## src/design/assert_macros.svh

```systemverilog
// Assertion helpers, clocked on clk_i and disabled during reset.
`ifndef ASSERT_MACROS_SVH
`define ASSERT_MACROS_SVH

`define KMP_ASSERT(label, prop, msg) \
  label: assert property (@(posedge clk_i) disable iff (!rst_ni) (prop)) else $error(msg);

`define KMP_ASSERT_NEVER(label, cond, msg) \
  `KMP_ASSERT(label, !(cond), msg)

`endif

```

## src/design/kmp_pkg.sv

```systemverilog
`default_nettype none

package kmp_pkg;

  localparam int unsigned CfgIdxW  = 2;
  localparam int unsigned CfgDataW = 64;
  localparam int unsigned LenW     = 5;
  localparam int unsigned StartW   = 32;

  typedef enum logic [CfgIdxW-1:0] {
    REG_PAT_LOW  = 2'd0,
    REG_PAT_HIGH = 2'd1,
    REG_PAT_LEN  = 2'd2
  } kmp_reg_e;

  typedef struct packed {
    logic [7:0] text_byte;
    logic       first_of_text;
    logic       last_of_text;
  } kmp_in_t;

  typedef struct packed {
    logic              match_now;
    logic [StartW-1:0] match_start;
    logic              no_match_at_end;
  } kmp_out_t;

  typedef struct packed {
    logic step;
    logic clear;
  } kmp_ctl_t;

endpackage

`default_nettype wire

```

## src/design/kmp_cell.sv

```systemverilog
`default_nettype none

module kmp_cell (
  input  logic              clk_i,
  input  logic              rst_ni,
  input  kmp_pkg::kmp_ctl_t ctl_i,
  input  logic              pat_we_i,
  input  logic [7:0]        pat_byte_i,
  input  logic [7:0]        text_byte_i,
  input  logic              prev_i,
  output logic              hit_o,
  output logic              active_o
);
  import kmp_pkg::*;

  logic [7:0] pat_q;
  logic       active_q, active_d;

  assign hit_o    = prev_i && (pat_q == text_byte_i);
  assign active_o = active_q;

  always_comb begin
    active_d = active_q;
    if (ctl_i.clear) begin
      active_d = 1'b0;
    end else if (ctl_i.step) begin
      active_d = hit_o;
    end
  end

  always_ff @(posedge clk_i or negedge rst_ni) begin
    if (!rst_ni) begin
      pat_q    <= '0;
      active_q <= 1'b0;
    end else begin
      active_q <= active_d;
      if (pat_we_i) begin
        pat_q <= pat_byte_i;
      end
    end
  end

endmodule

`default_nettype wire

```

## src/design/kmp_pattern_search.sv

```systemverilog
// Channel   Dir  Handshake                 Payload
// in        in   in_valid_i / in_ready_o   in_data_i   (text_byte, first, last)
// out       out  out_valid_o / out_ready_i out_data_o  (match_now, start, no_match)
// cfg       in   cfg_we_i                  cfg_index_i, cfg_data_i
//
// One transaction per cycle unless out stalls: the cell row compares every pattern
// position with the incoming byte in the same cycle, and the result lands in one
// output register; in_ready_o is high while that register is empty or being
// drained. A stalled output holds the cell row and the offset counter. Reset loads
// the all-zero pattern of length one; no clearing pass is needed.
`default_nettype none
`include "assert_macros.svh"

module kmp_pattern_search #(
  parameter int unsigned MAX_PATTERN  = 16,
  parameter int unsigned OFFSET_WIDTH = 32
) (
  input  logic                                clk_i,
  input  logic                                rst_ni,
  input  logic                                in_valid_i,
  output logic                                in_ready_o,
  input  kmp_pkg::kmp_in_t                    in_data_i,
  output logic                                out_valid_o,
  input  logic                                out_ready_i,
  output kmp_pkg::kmp_out_t                   out_data_o,
  input  logic                                cfg_we_i,
  input  logic [kmp_pkg::CfgIdxW-1:0]         cfg_index_i,
  input  logic [kmp_pkg::CfgDataW-1:0]        cfg_data_i
);
  import kmp_pkg::*;

  localparam int unsigned IdxW  = (MAX_PATTERN > 1) ? $clog2(MAX_PATTERN) : 1;
  localparam int unsigned DiffW = (OFFSET_WIDTH > StartW) ? OFFSET_WIDTH : StartW;

  logic                    accept;
  logic                    cfg_hit;
  kmp_ctl_t                ctl;
  logic [MAX_PATTERN-1:0]  hit, active, prev;
  logic [IdxW-1:0]         len_m1_q, len_m1_d;
  logic [OFFSET_WIDTH-1:0] offset_q, offset_d, here;
  logic                    found_q, found_d, found_eff;
  logic                    out_valid_q, out_valid_d;
  kmp_out_t                out_q, out_d;
  logic                    match;
  logic [DiffW-1:0]        diff;
  logic [6:0]              len_ext;

  assign accept     = in_valid_i && in_ready_o;
  assign in_ready_o = !out_valid_q || out_ready_i;
  assign cfg_hit    = cfg_we_i && ((cfg_index_i == REG_PAT_LOW) ||
                                   (cfg_index_i == REG_PAT_HIGH) ||
                                   (cfg_index_i == REG_PAT_LEN));
  assign ctl.step   = accept;
  assign ctl.clear  = cfg_hit;

  for (genvar i = 0; i < MAX_PATTERN; i++) begin : g_cell
    logic       pat_we;
    logic [7:0] pat_byte;
    if (i == 0) begin : g_head
      assign prev[i] = 1'b1;
    end else begin : g_link
      assign prev[i] = active[i-1] && !in_data_i.first_of_text;
    end
    if (i < 8) begin : g_low
      assign pat_we   = cfg_we_i && (cfg_index_i == REG_PAT_LOW);
      assign pat_byte = cfg_data_i[8*(i%8) +: 8];
    end else if (i < 16) begin : g_high
      assign pat_we   = cfg_we_i && (cfg_index_i == REG_PAT_HIGH);
      assign pat_byte = cfg_data_i[8*(i%8) +: 8];
    end else begin : g_none
      assign pat_we   = 1'b0;
      assign pat_byte = 8'h00;
    end
    kmp_cell u_cell (
      .clk_i       (clk_i),
      .rst_ni      (rst_ni),
      .ctl_i       (ctl),
      .pat_we_i    (pat_we),
      .pat_byte_i  (pat_byte),
      .text_byte_i (in_data_i.text_byte),
      .prev_i      (prev[i]),
      .hit_o       (hit[i]),
      .active_o    (active[i])
    );
  end

  // length register stored as clamped length minus one
  always_comb begin
    len_ext  = {2'b00, cfg_data_i[LenW-1:0]};
    len_m1_d = len_m1_q;
    if (cfg_we_i && (cfg_index_i == REG_PAT_LEN)) begin
      if (len_ext == 7'd0) begin
        len_m1_d = '0;
      end else if (len_ext > 7'(MAX_PATTERN)) begin
        len_m1_d = IdxW'(MAX_PATTERN - 1);
      end else begin
        len_m1_d = IdxW'(len_ext - 7'd1);
      end
    end
  end

  always_comb begin
    here      = in_data_i.first_of_text ? '0 : offset_q;
    found_eff = found_q && !in_data_i.first_of_text;
    match     = hit[len_m1_q] && !found_eff;
    diff      = DiffW'(here) - DiffW'(len_m1_q);

    offset_d    = offset_q;
    found_d     = found_q;
    out_valid_d = out_valid_q;
    out_d       = out_q;
    if (out_valid_q && out_ready_i) begin
      out_valid_d = 1'b0;
    end
    if (accept) begin
      offset_d    = (&here) ? here : here + OFFSET_WIDTH'(1);
      found_d     = found_eff || match;
      out_valid_d = 1'b1;
      out_d.match_now       = match;
      out_d.match_start     = match ? diff[StartW-1:0] : '0;
      out_d.no_match_at_end = in_data_i.last_of_text && !found_eff && !match;
    end
  end

  always_ff @(posedge clk_i or negedge rst_ni) begin
    if (!rst_ni) begin
      len_m1_q    <= '0;
      offset_q    <= '0;
      found_q     <= 1'b0;
      out_valid_q <= 1'b0;
    end else begin
      len_m1_q    <= len_m1_d;
      offset_q    <= offset_d;
      found_q     <= found_d;
      out_valid_q <= out_valid_d;
    end
  end

  always_ff @(posedge clk_i) begin
    out_q <= out_d;
  end

  assign out_valid_o = out_valid_q;
  assign out_data_o  = out_q;

  `KMP_ASSERT_NEVER(a_excl_flags, out_valid_q && out_q.match_now && out_q.no_match_at_end, "match and no-match together")
  `KMP_ASSERT(a_found_rise, !found_q ##1 found_q |-> out_valid_q && out_q.match_now, "found set without a match result")
  `KMP_ASSERT(a_match_found, out_valid_q && out_q.match_now |-> found_q, "match reported but search not marked done")

endmodule

`default_nettype wire

```

## config.mk

```make
export PLATFORM = sky130hd
export DESIGN_NAME = kmp_pattern_search
export DESIGN_NICKNAME = d
export VERILOG_FILES = /design/src/design/kmp_pkg.sv /design/src/design/kmp_cell.sv /design/src/design/kmp_pattern_search.sv
export VERILOG_INCLUDE_DIRS = /design/src /design/src/design
export SDC_FILE = /design/constraint.sdc
export NUM_CORES = 1
export LEC_CHECK = 0
export ABC_AREA = 1
export BUFFER_PORTS_ARGS = -buffer_cell sky130_fd_sc_hd__buf_2
export CORE_MARGIN = 5
export CORE_UTILIZATION = 45
export DETAILED_ROUTE_END_ITERATION = 8
export PLACE_DENSITY = 0.74
export SLEW_MARGIN = 40
export SYNTH_ARGS = -nofsm -noshare
export SYNTH_HDL_FRONTEND = slang
export SYNTH_SLANG_ARGS = --single-unit
```

## constraint.sdc

```tcl
create_clock -name clk_i -period 2.69 [get_ports clk_i]
set_input_delay 0.4035 -clock clk_i [delete_from_list [all_inputs] [get_ports clk_i]]
set_output_delay 0.4035 -clock clk_i [all_outputs]
set_load 0.05 [all_outputs]
```

# Word level (Yosys, flattened, before mapping)
# Cells that the tools add are included.
dict set report classes {
  addsub 3
  order_cmp 2
  eq_ne 18
  muxes 38
  n_reduce_logical 53
}
# op count
set ops {}
lappend ops {{equality test 8 bit} 16}
lappend ops {{two-way mux 32 bit} 2}
lappend ops {{logical AND 1 bit} 40}
lappend ops {{two-way mux 1 bit} 33}
lappend ops {{adder 32 x 1 -> 32 bit (second input constant)} 1}
lappend ops {{AND reduction 32 bit} 1}
lappend ops {{subtractor 32 x 4 -> 32 bit} 1}
lappend ops {{two-way mux 4 bit} 2}
lappend ops {{> comparator 5 bit (second input constant)} 1}
lappend ops {{logical NOT 5 bit} 1}
lappend ops {{less-than comparator 4 x 5 -> 1 bit (second input constant)} 1}
lappend ops {{binary-select mux 1 bit (select 4 bit)} 1}
lappend ops {{logical NOT 1 bit} 4}
lappend ops {{logical OR 1 bit} 4}
lappend ops {{nonzero test 2 bit} 2}
lappend ops {{subtractor 4 x 1 -> 4 bit (second input constant)} 1}
lappend ops {{equality test 2 x 1 -> 1 bit (second input constant)} 1}
lappend ops {{equality test 2 bit (second input constant)} 1}
lappend ops {{logical NOT 2 bit} 1}
dict set report word_totals {
  regBits 215
  wordCells 152
}

# Depth between registers and ports, before layout
# Gate-level depths: netlist of run 1.
dict set report depth {
  depth_word 8
  depth_mapped 21
  depth_no_buf 21
}

# By module
# From an unflattened synthesis of run 1, not the netlist that was laid out.
dict set report hier_totals {
  cells_unflattened 1946
  area_unflattened_um2 13875.8
}
# mod instances cells_each area_per_inst_um2 seq_area_each_um2
set by_module_without_submodules {}
lappend by_module_without_submodules {kmp_cell 16 70 529.3 225.2}
lappend by_module_without_submodules {kmp_pattern_search 1 826 5407.7 1971.9}

# Worst setup path before layout of run 1
# OpenSTA, ideal clock, no wires.
dict set report synth_timing {
  kind {reg2reg}
  startpoint {register out_valid_q, in the netlist out_valid_o}
  endpoint {register out_q, in the netlist out_data_o[0], enable pin}
  setup_time_ns 0.410
  t_arrival_ns 2.725
  t_required_ns 2.280
  path_slack_ns -0.445
  path_stages_with_launch 6
  n_path_buf 2
  period_less_slack_ns 3.135
  cell_sequence {dfrtp_1 nand2_1 nand2_1 inv_1 clkbuf_1 clkbuf_1}
}
dict set report synth_between {
  elab_chain_cells 3
}
# element line_no
set synth_lines {}
lappend synth_lines {{start, declared} kmp_pattern_search.sv:42} ;# logic out_valid_q, out_valid_d;
lappend synth_lines {{start signal, assigned} kmp_pattern_search.sv:135} ;# out_valid_q <= out_valid_d;
lappend synth_lines {{logical NOT 1 bit} kmp_pattern_search.sv:49} ;# assign in_ready_o = !out_valid_q || out_ready_i;
lappend synth_lines {{logical OR 1 bit} kmp_pattern_search.sv:49}
lappend synth_lines {{named net in_ready_o} kmp_pattern_search.sv:21} ;# output logic in_ready_o,
lappend synth_lines {{logical AND 1 bit} kmp_pattern_search.sv:48} ;# assign accept = in_valid_i && in_ready_o;
lappend synth_lines {{named net accept} kmp_pattern_search.sv:35} ;# logic accept;
lappend synth_lines {{end signal, assigned} kmp_pattern_search.sv:140} ;# out_q <= out_d;
lappend synth_lines {{end, declared} kmp_pattern_search.sv:43} ;# kmp_out_t out_q, out_d;
# The timed path passes the listed nets, and every way through them passes these cells.
# A chain may end at the register's enable or synchronous reset.

# Worst setup path in the final report of run 1
dict set report layout_timing {
  startpoint {register len_m1_q[1]}
  endpoint {register out_q, in the netlist out_data_o[25], data pin}
}
dict set report layout_between {
  elab_chain_cells 3
}
# element line_no
set layout_lines {}
lappend layout_lines {{start, declared} kmp_pattern_search.sv:39} ;# logic [IdxW-1:0] len_m1_q, len_m1_d;
lappend layout_lines {{start signal, assigned} kmp_pattern_search.sv:132} ;# len_m1_q <= len_m1_d;
lappend layout_lines {{branches (longest 3 deep; another with subtractor 32 x 4 -> 32 bit)} n/a}
# Several ways; the timed one is not identified. The select of a mux whose other input is x is not followed.

==> results of run 1 <==
metrics by stage:
| stage | cell area (um^2) | std cells | hold WS, ps |
|---|---|---|---|
| detailed placement | 13490 | 2141 | 441.7 |
| global placement | 13490 | 2141 | 447.4 |
| CTS | 14300 | 2186 | 132.8 |
| global route | 14300 | 2186 | 163.4 |
| finish | 14300 | 2186 | 147.6 |
| floorplan | 12330 | 1700 | 107.9 |
power by group:
group / switching (mW) / internal (mW) / leakage (nW)
clock network: 1.34 / 1.97 / 0.395
logic: 1.39 / 0.697 / 4.47
registers: 0.291 / 3.79 / 2.66
worst max-delay path, delay by kind of cell, from the launching register on:
kind / cells / cell delay [ps]
buffers and inverters: 4 / 310
AO/OA/AOI/OAI: 1 / 170
AND/OR/NAND/NOR: 11 / 1040
flip-flops: 1 / 480
adder cells (fa/ha/maj): 1 / 190
logic make-up (layout without fill, tap and decap cells):
kind of cell / count (synthesis) / count (layout) / share of synthesized area
AND/OR/NAND/NOR: 841 / 841 / 0.2823
buffers and inverters: 332 / 477 / 0.1087
AO/OA/AOI/OAI: 216 / 216 / 0.08990
flip-flops: 215 / 215 / 0.4501
XOR/XNOR: 93 / 93 / 0.06605
adder cells (fa/ha/maj): 3 / 3 / 0.003044
path summary, 6_finish.rpt:
path / from / end / depth (start not counted)
setup / recovery: len_m1_q[1]$_DFFE_PN0P_ / out_data_o[25]$_SDFFCE_PN0P_ / 17
hold / removal: cfg_data_i[56] / g_cell[7].u_cell.pat_q[0]$_DFFE_PN0P_ / 3
setup reg to reg: len_m1_q[1]$_DFFE_PN0P_ / out_data_o[25]$_SDFFCE_PN0P_ / 17
hold reg to reg: offset_q[30]$_DFFE_PN0P_ / offset_q[30]$_DFFE_PN0P_ / 2
max in group asynchronous: rst_ni / g_cell[9].u_cell.pat_q[1]$_DFFE_PN0P_ / 3
min in group asynchronous: rst_ni / g_cell[13].u_cell.pat_q[3]$_DFFE_PN0P_ / 2
cell type report:
type / count / area, um^2
Clock inverter: 12 / 110.1
Fill cell: 2512 / 12650
Sequential cell: 215 / 5552
Multi-Input combinational cell: 1153 / 5466
Tap cell: 341 / 426.7
Inverter: 269 / 1010
Clock buffer: 32 / 681.9
Timing Repair Buffer: 164 / 1050
what timing repair did:
action                                  in CTS  in global routing
buffers inserted                             0                  0
endpoints found under the hold margin       62                  0
hold buffers                                 1                  0
resized for setup                            0                  1
endpoints found under the setup margin       0                  2
per-layer routing:
metal | share of wire | vias to the layer above
met2 | 0.46 | 396
li1 | - | 5524
met1 | 0.44 | 5181
met5 | 0 | -
met4 | 0.033 | 0
met3 | 0.066 | 74
flip-flops by register name, summed over array words and instances, names as in the netlist:
signal,flops
g_cell.u_cell.active_o,15
len_m1_q,4
found_q,1
out_valid_o,1
out_data_o,34
g_cell.u_cell.pat_q,128
offset_q,32
layout by cell type, fill, tap and decap left out, types with 6 or more instances in the layout:
| master | netlist | final |
|---|---|---|
| buf_12 | 0 | 8 |
| buf_2 | 12 | 115 |
| buf_4 | 9 | 39 |
| clkbuf_16 | 0 | 25 |
| clkinv_2 | 0 | 6 |
| dfrtp_1 | 181 | 180 |
| edfxtp_1 | 34 | 34 |
| inv_1 | 259 | 258 |
| inv_2 | 9 | 10 |
| nand2_1 | 494 | 494 |
| nand2_2 | 6 | 6 |
| nand3_1 | 77 | 75 |
| nand4_1 | 20 | 20 |
| nor2_1 | 174 | 174 |
| nor2_2 | 22 | 22 |
| nor3_1 | 24 | 24 |
| o21ai_0 | 181 | 181 |
| o21ai_1 | 16 | 16 |
| o22ai_1 | 6 | 6 |
| or2_2 | 15 | 15 |
| xnor2_1 | 22 | 22 |
| xor2_1 | 71 | 71 |
==> flow_summary.yaml, run 1 <==
status:
  status: "finished, final reports clean"
place:
  gp_congestion: 0.9294
  portBuffers: 116
  dp_slack_ps: 39.58
  dp_hpwl_mm: 24.93
layout:
  area_delta_synth_final_pct: 15.93
  layout.nets: 1912
  drive_gt1_frac: 0.1409
  antenna_cells: 0
  final_core_util: 0.5305
routing:
  drtAntennaViolNets: 0
  routedWlPerCell_um: 15.47
  drc: 0
  drt_first_pass_iters: 5
  vias: 11180
  drt_wl_total_mm: 33.82
  vias_per_cell: 5.112
  drtIter0Drc: 980
power_and_ir_drop:
  fin_total_pwr_mw: 9.470
  power_density_nw_per_um2: 662.4
  power.leakage_nw: 7.520
  ir_worst_vdd_mv: 0.4056
sta:
  finalSetupViolCount: 0
  max_slew_margin: 0.5823
  period_share: 0.9002
  period_minus_slack_ps: 2422
  drv_slew: 0
  fin_skew_ps: 14.27
  fin_setup_tns_ps: 0
  timing.fmax_mhz: 413.0
  hold_violations: 0
  rsz0062_at_grt: "false"
  tightest_slew_ps: 626.5
  layout_setup_ws_ps: 268.5
clocking:
  cts.clk_slew.worst_paths_ps: 60
  insertion_delay_ps: 520
  cts_tree: "yes"
  cts_buffer_depth: 3
  cts.sinks: 215
  numCtsBuffers: 25
  root_buffer: "clkbuf_16"
  cts_max_level: 1
grt:
  grt_util_met3: 0.03229
  grt_pass1_vias: 10990
  grt_util_met2: 0.3659
  grt_max_degree: 66
  top_usage_layer: "met2"
  grt-ovfl-total: 0
  track_usage: 0.2214
  grt_first_pass_wirelength_mm: 55.92
  antenna_found_initial: 0
  met1_usage: 0.3035
yosys:
  synthDistinctLibCells: 34
  syn_area_um2: 12330
  synth_area_leaders: "dfrtp_1, nand2_1, edfxtp_1, inv_1, o21ai_0"
  ys_ff_latch: 215
  syn_avg_cell_area_um2: 7.254
  yosysTopAreaCellShare: 0.3673
  yosysSeqAreaShare: 0.4501
  ys.flop_type: "dfrtp_1"
  synthTopCellsByCount: "nand2_1, inv_1, dfrtp_1, o21ai_0, nor2_1"
  syn_nets: 1784
  synth_enable_flop_cells: 34
  synth_warnings: 0
  synth.most_common_cell: "nand2_1"
  netlist_instances: 1700
  ys_async_sr_fraction: 0.8419
  yosys.area.top_type: "dfrtp_1"
setup_path:
  cp_slowest_cell: "dfrtp_2"
  critical_path_required_ps: 2960
  regToRegSetupSlack_ps: 270
  crit_chain: "inv_1, nand2_1, nand2_1, inv_1, ha_1, inv_1, nand2_1, nand2_1, nand2_1, nand2_1, nand2_2, nor2_4, nand3b_2, o21ai_0, nand2_1, inv_1, nor2_1"
  end_kind: "register"
  start_kind: "register"
  slowest_delay_ps: 480
  cp_data_arrival_time_ps: 2690
  path_max_fanout: 7
  path_class: "reg -> reg"
  crit_top_cell: "nand2_1"
floorplan:
  die_width_um: 175.5
  core.rowCount: 60
  num_io_pins: 117
  core_area_um2: 26950
  start_util: 0.4576
  die-area_um2: 30810
  die_h_um: 175.5
run:
  max_cap_viol_count: 0
hold_path:
  min_path_type: "in -> reg"
Note: power is estimated with default switching activity, not from simulation.
==> inputs of run 2 (changes only) <==
--- a/config.mk
+++ b/config.mk
@@ -8,10 +8,12 @@
 export LEC_CHECK = 0
 export ABC_AREA = 1
 export BUFFER_PORTS_ARGS = -buffer_cell sky130_fd_sc_hd__buf_2
+export CAP_MARGIN = 20
 export CORE_MARGIN = 5
 export CORE_UTILIZATION = 45
 export DETAILED_ROUTE_END_ITERATION = 8
 export PLACE_DENSITY = 0.74
+export REMOVE_ABC_BUFFERS = 1
 export SLEW_MARGIN = 40
 export SYNTH_ARGS = -nofsm -noshare
 export SYNTH_HDL_FRONTEND = slang
==> run 2 against run 1 <==
  * Cell count is essentially flat
  * Die area unchanged
  * Combinational power is 2% higher
  * Sequential cell count unchanged
  * Clock skew decreased by 4.5 ps
  * Hold slack about the same
  * Register-to-register slack better by 30 ps
  * Critical endpoint is now out_data_o[29]$_SDFFCE_PN0P_
  * Largest cell class unchanged
==> flow_summary.yaml, run 2 (same netlist as run 1, synthesis figures left out) <==
place:
  dp_hpwl_mm: 25.44
  dp_slack_ps: 47.43
  portBuffers: 116
  placedCellCount: 2141
  placed_area_um2: 13470
  gp_congestion: 0.9470
hold_path:
  min_path_type: "in -> reg"
  hp-start: "cfg_data_i[51]"
routing:
  routedWlPerCell_um: 15.87
  drt_wl_total_mm: 34.68
  drc: 0
  drtIter0Drc: 1042
  drt_first_pass_iters: 6
  drtAntennaViolNets: 0
  vias: 11310
  vias_per_cell: 5.178
floorplan:
  num_io_pins: 117
  die_width_um: 175.5
  die_h_um: 175.5
  start_util: 0.4576
  die-area_um2: 30810
  core_area_um2: 26950
  core.rowCount: 60
setup_path:
  path_max_fanout: 7
  slowest_delay_ps: 480
  crit_top_cell: "nand2_1"
  end_kind: "register"
  path_delay_family: "simple AND/OR/NAND/NOR gates"
  critPathBufInv: 4
  crit_chain: "inv_1, nand2_1, nand2_1, inv_1, ha_1, inv_1, nand2_1, nand2_1, nand2_1, nand2_1, nand2_2, nor2_4, nand2_2, nor2_1, nand2_1, nand2_1, nand2_1, inv_1, nor2_1"
  setup.worst_path.start: "len_m1_q[1]$_DFFE_PN0P_"
  path_class: "reg -> reg"
  critical_path_required_ps: 2960
  cp_slowest_cell: "dfrtp_1"
  start_kind: "register"
  cp_data_arrival_time_ps: 2660
  r2r_start: "len_m1_q[1]$_DFFE_PN0P_"
clocking:
  cts_resized: 0
  numCtsBuffers: 25
  hold_buffers: 1
  insertion_delay_ps: 520
  cts_buffer_depth: 3
  cts.sinks: 215
  root_buffer: "clkbuf_16"
  postCtsSetupBuffers: 0
  cts_max_level: 1
  cts_tree: "yes"
  cts.clk_slew.worst_paths_ps: 60
sta:
  hold_violations: 0
  max_slew_margin: 0.5628
  period_minus_slack_ps: 2390
  timing.fmax_mhz: 418.4
  tightest_slew_ps: 655.0
  period_share: 0.8886
  rsz0062_at_grt: "false"
  finalSetupViolCount: 0
  drv_slew: 0
  layout_setup_ws_ps: 299.8
  fin_skew_ps: 9.790
layout:
  layout.nets: 1912
  stdcell_count: 2185
  fin_area_um2: 14340
  area_delta_synth_final_pct: 16.30
  layout_common_cells: "nand2_1, inv_1, o21ai_0, dfrtp_1, nor2_1"
  layout_commonest_cell: "nand2_1"
  antenna_cells: 0
  largest_register_ffs: 128
  final_core_util: 0.5322
  drive_gt1_frac: 0.1405
  regMostFlops: "g_cell.u_cell.pat_q"
power_and_ir_drop:
  power_density_nw_per_um2: 681.9
  p_sw_mw: 3.062
  power_frac_comb: 0.218
  ir_worst_vdd_mv: 0.4285
  switching_share: 0.3131
  power.leakage_nw: 7.540
  p_int_mw: 6.718
  seq_power_share: 0.417
  clkPwrFrac: 0.365
grt:
  track_usage: 0.2260
  antenna_found_initial: 0
  grt_max_degree: 111
  grt_first_pass_wirelength_mm: 56.75
  grt-ovfl-total: 0
  grt_pass1_vias: 10880
run:
  max_cap_viol_count: 0
status:
  status: "finished, final reports clean"
==> run 2: cell count changes in the layout (fill, tap and decap cells not counted), moves of 2 or more <==
| cell | previous run | this run |
|---|---|---|
| buf_12 | 8 | 6 |
| buf_4 | 39 | 41 |
| clkbuf_1 | 4 | 6 |
| clkbuf_8 | 3 | 7 |
| clkinv_1 | 4 | 1 |
| clkinv_2 | 6 | 1 |
==> run 2: routing by layer <==
metal,GRT usage,vias to the layer above,routed length (um)
li1,-,5496,-
met1,0.3283,5359,15780
met2,0.3623,410,15820
met3,0.02970,49,2386
met4,0.05393,0,693
met5,0,-,0
==> run 2: power groups by stage <==
stage / Sequential, mW / Clock [mW] / Combinational, mW
floorplan: 4.38 / 0 / 1.14
detailed placement: 4.13 / 0 / 2.12
CTS: 4.08 / 3.62 / 2.13
global placement: 4.11 / 0 / 2.07
finish: 4.08 / 3.57 / 2.13
global route: 4.13 / 3.77 / 2.39
==> run 2: per-stage QoR <==
stage	TNS (ps)	hold slack, ps	total power, mW
after floorplan	-101680	107.9	5.524
after global placement	0	329.4	6.182
after detailed placement	0	326.6	6.246
after CTS	0	136.2	9.830
after global routing	0	141.6	10.29
final	0	147.8	9.780
==> run 2: path summary, 6_finish.rpt <==
path / slack (ps) / end / cells past startpoint
worst max-delay path: 300 / out_data_o[29]$_SDFFCE_PN0P_ / 19
worst min-delay path: 150 / g_cell[14].u_cell.pat_q[3]$_DFFE_PN0P_ / 3
worst max register to register: 300 / out_data_o[29]$_SDFFCE_PN0P_ / 19
worst min register to register: 480 / offset_q[29]$_DFFE_PN0P_ / 2
max in group asynchronous: 1550 / g_cell[13].u_cell.pat_q[0]$_DFFE_PN0P_ / 3
min in group asynchronous: 360 / g_cell[13].u_cell.pat_q[3]$_DFFE_PN0P_ / 2
==> run 2: cell type report <==
cell class              instances  area [um^2]
repair buffers                164         1025
multi-input cells            1153         5466
inverters                     269         1010
flip-flops and latches        215         5550
clock inverters                 4        95.09
well taps                     341        426.7
clock buffers                  39        769.5
fillers                      2544        12610
==> run 2: worst register-to-register path, delay by kind of cell, from the launching register on <==
family | cells | cell delay [ps]
buffers and inverters | 4 | 290
adder cells (fa/ha/maj) | 1 | 180
AND/OR/NAND/NOR | 14 | 1180
flip-flops | 1 | 480
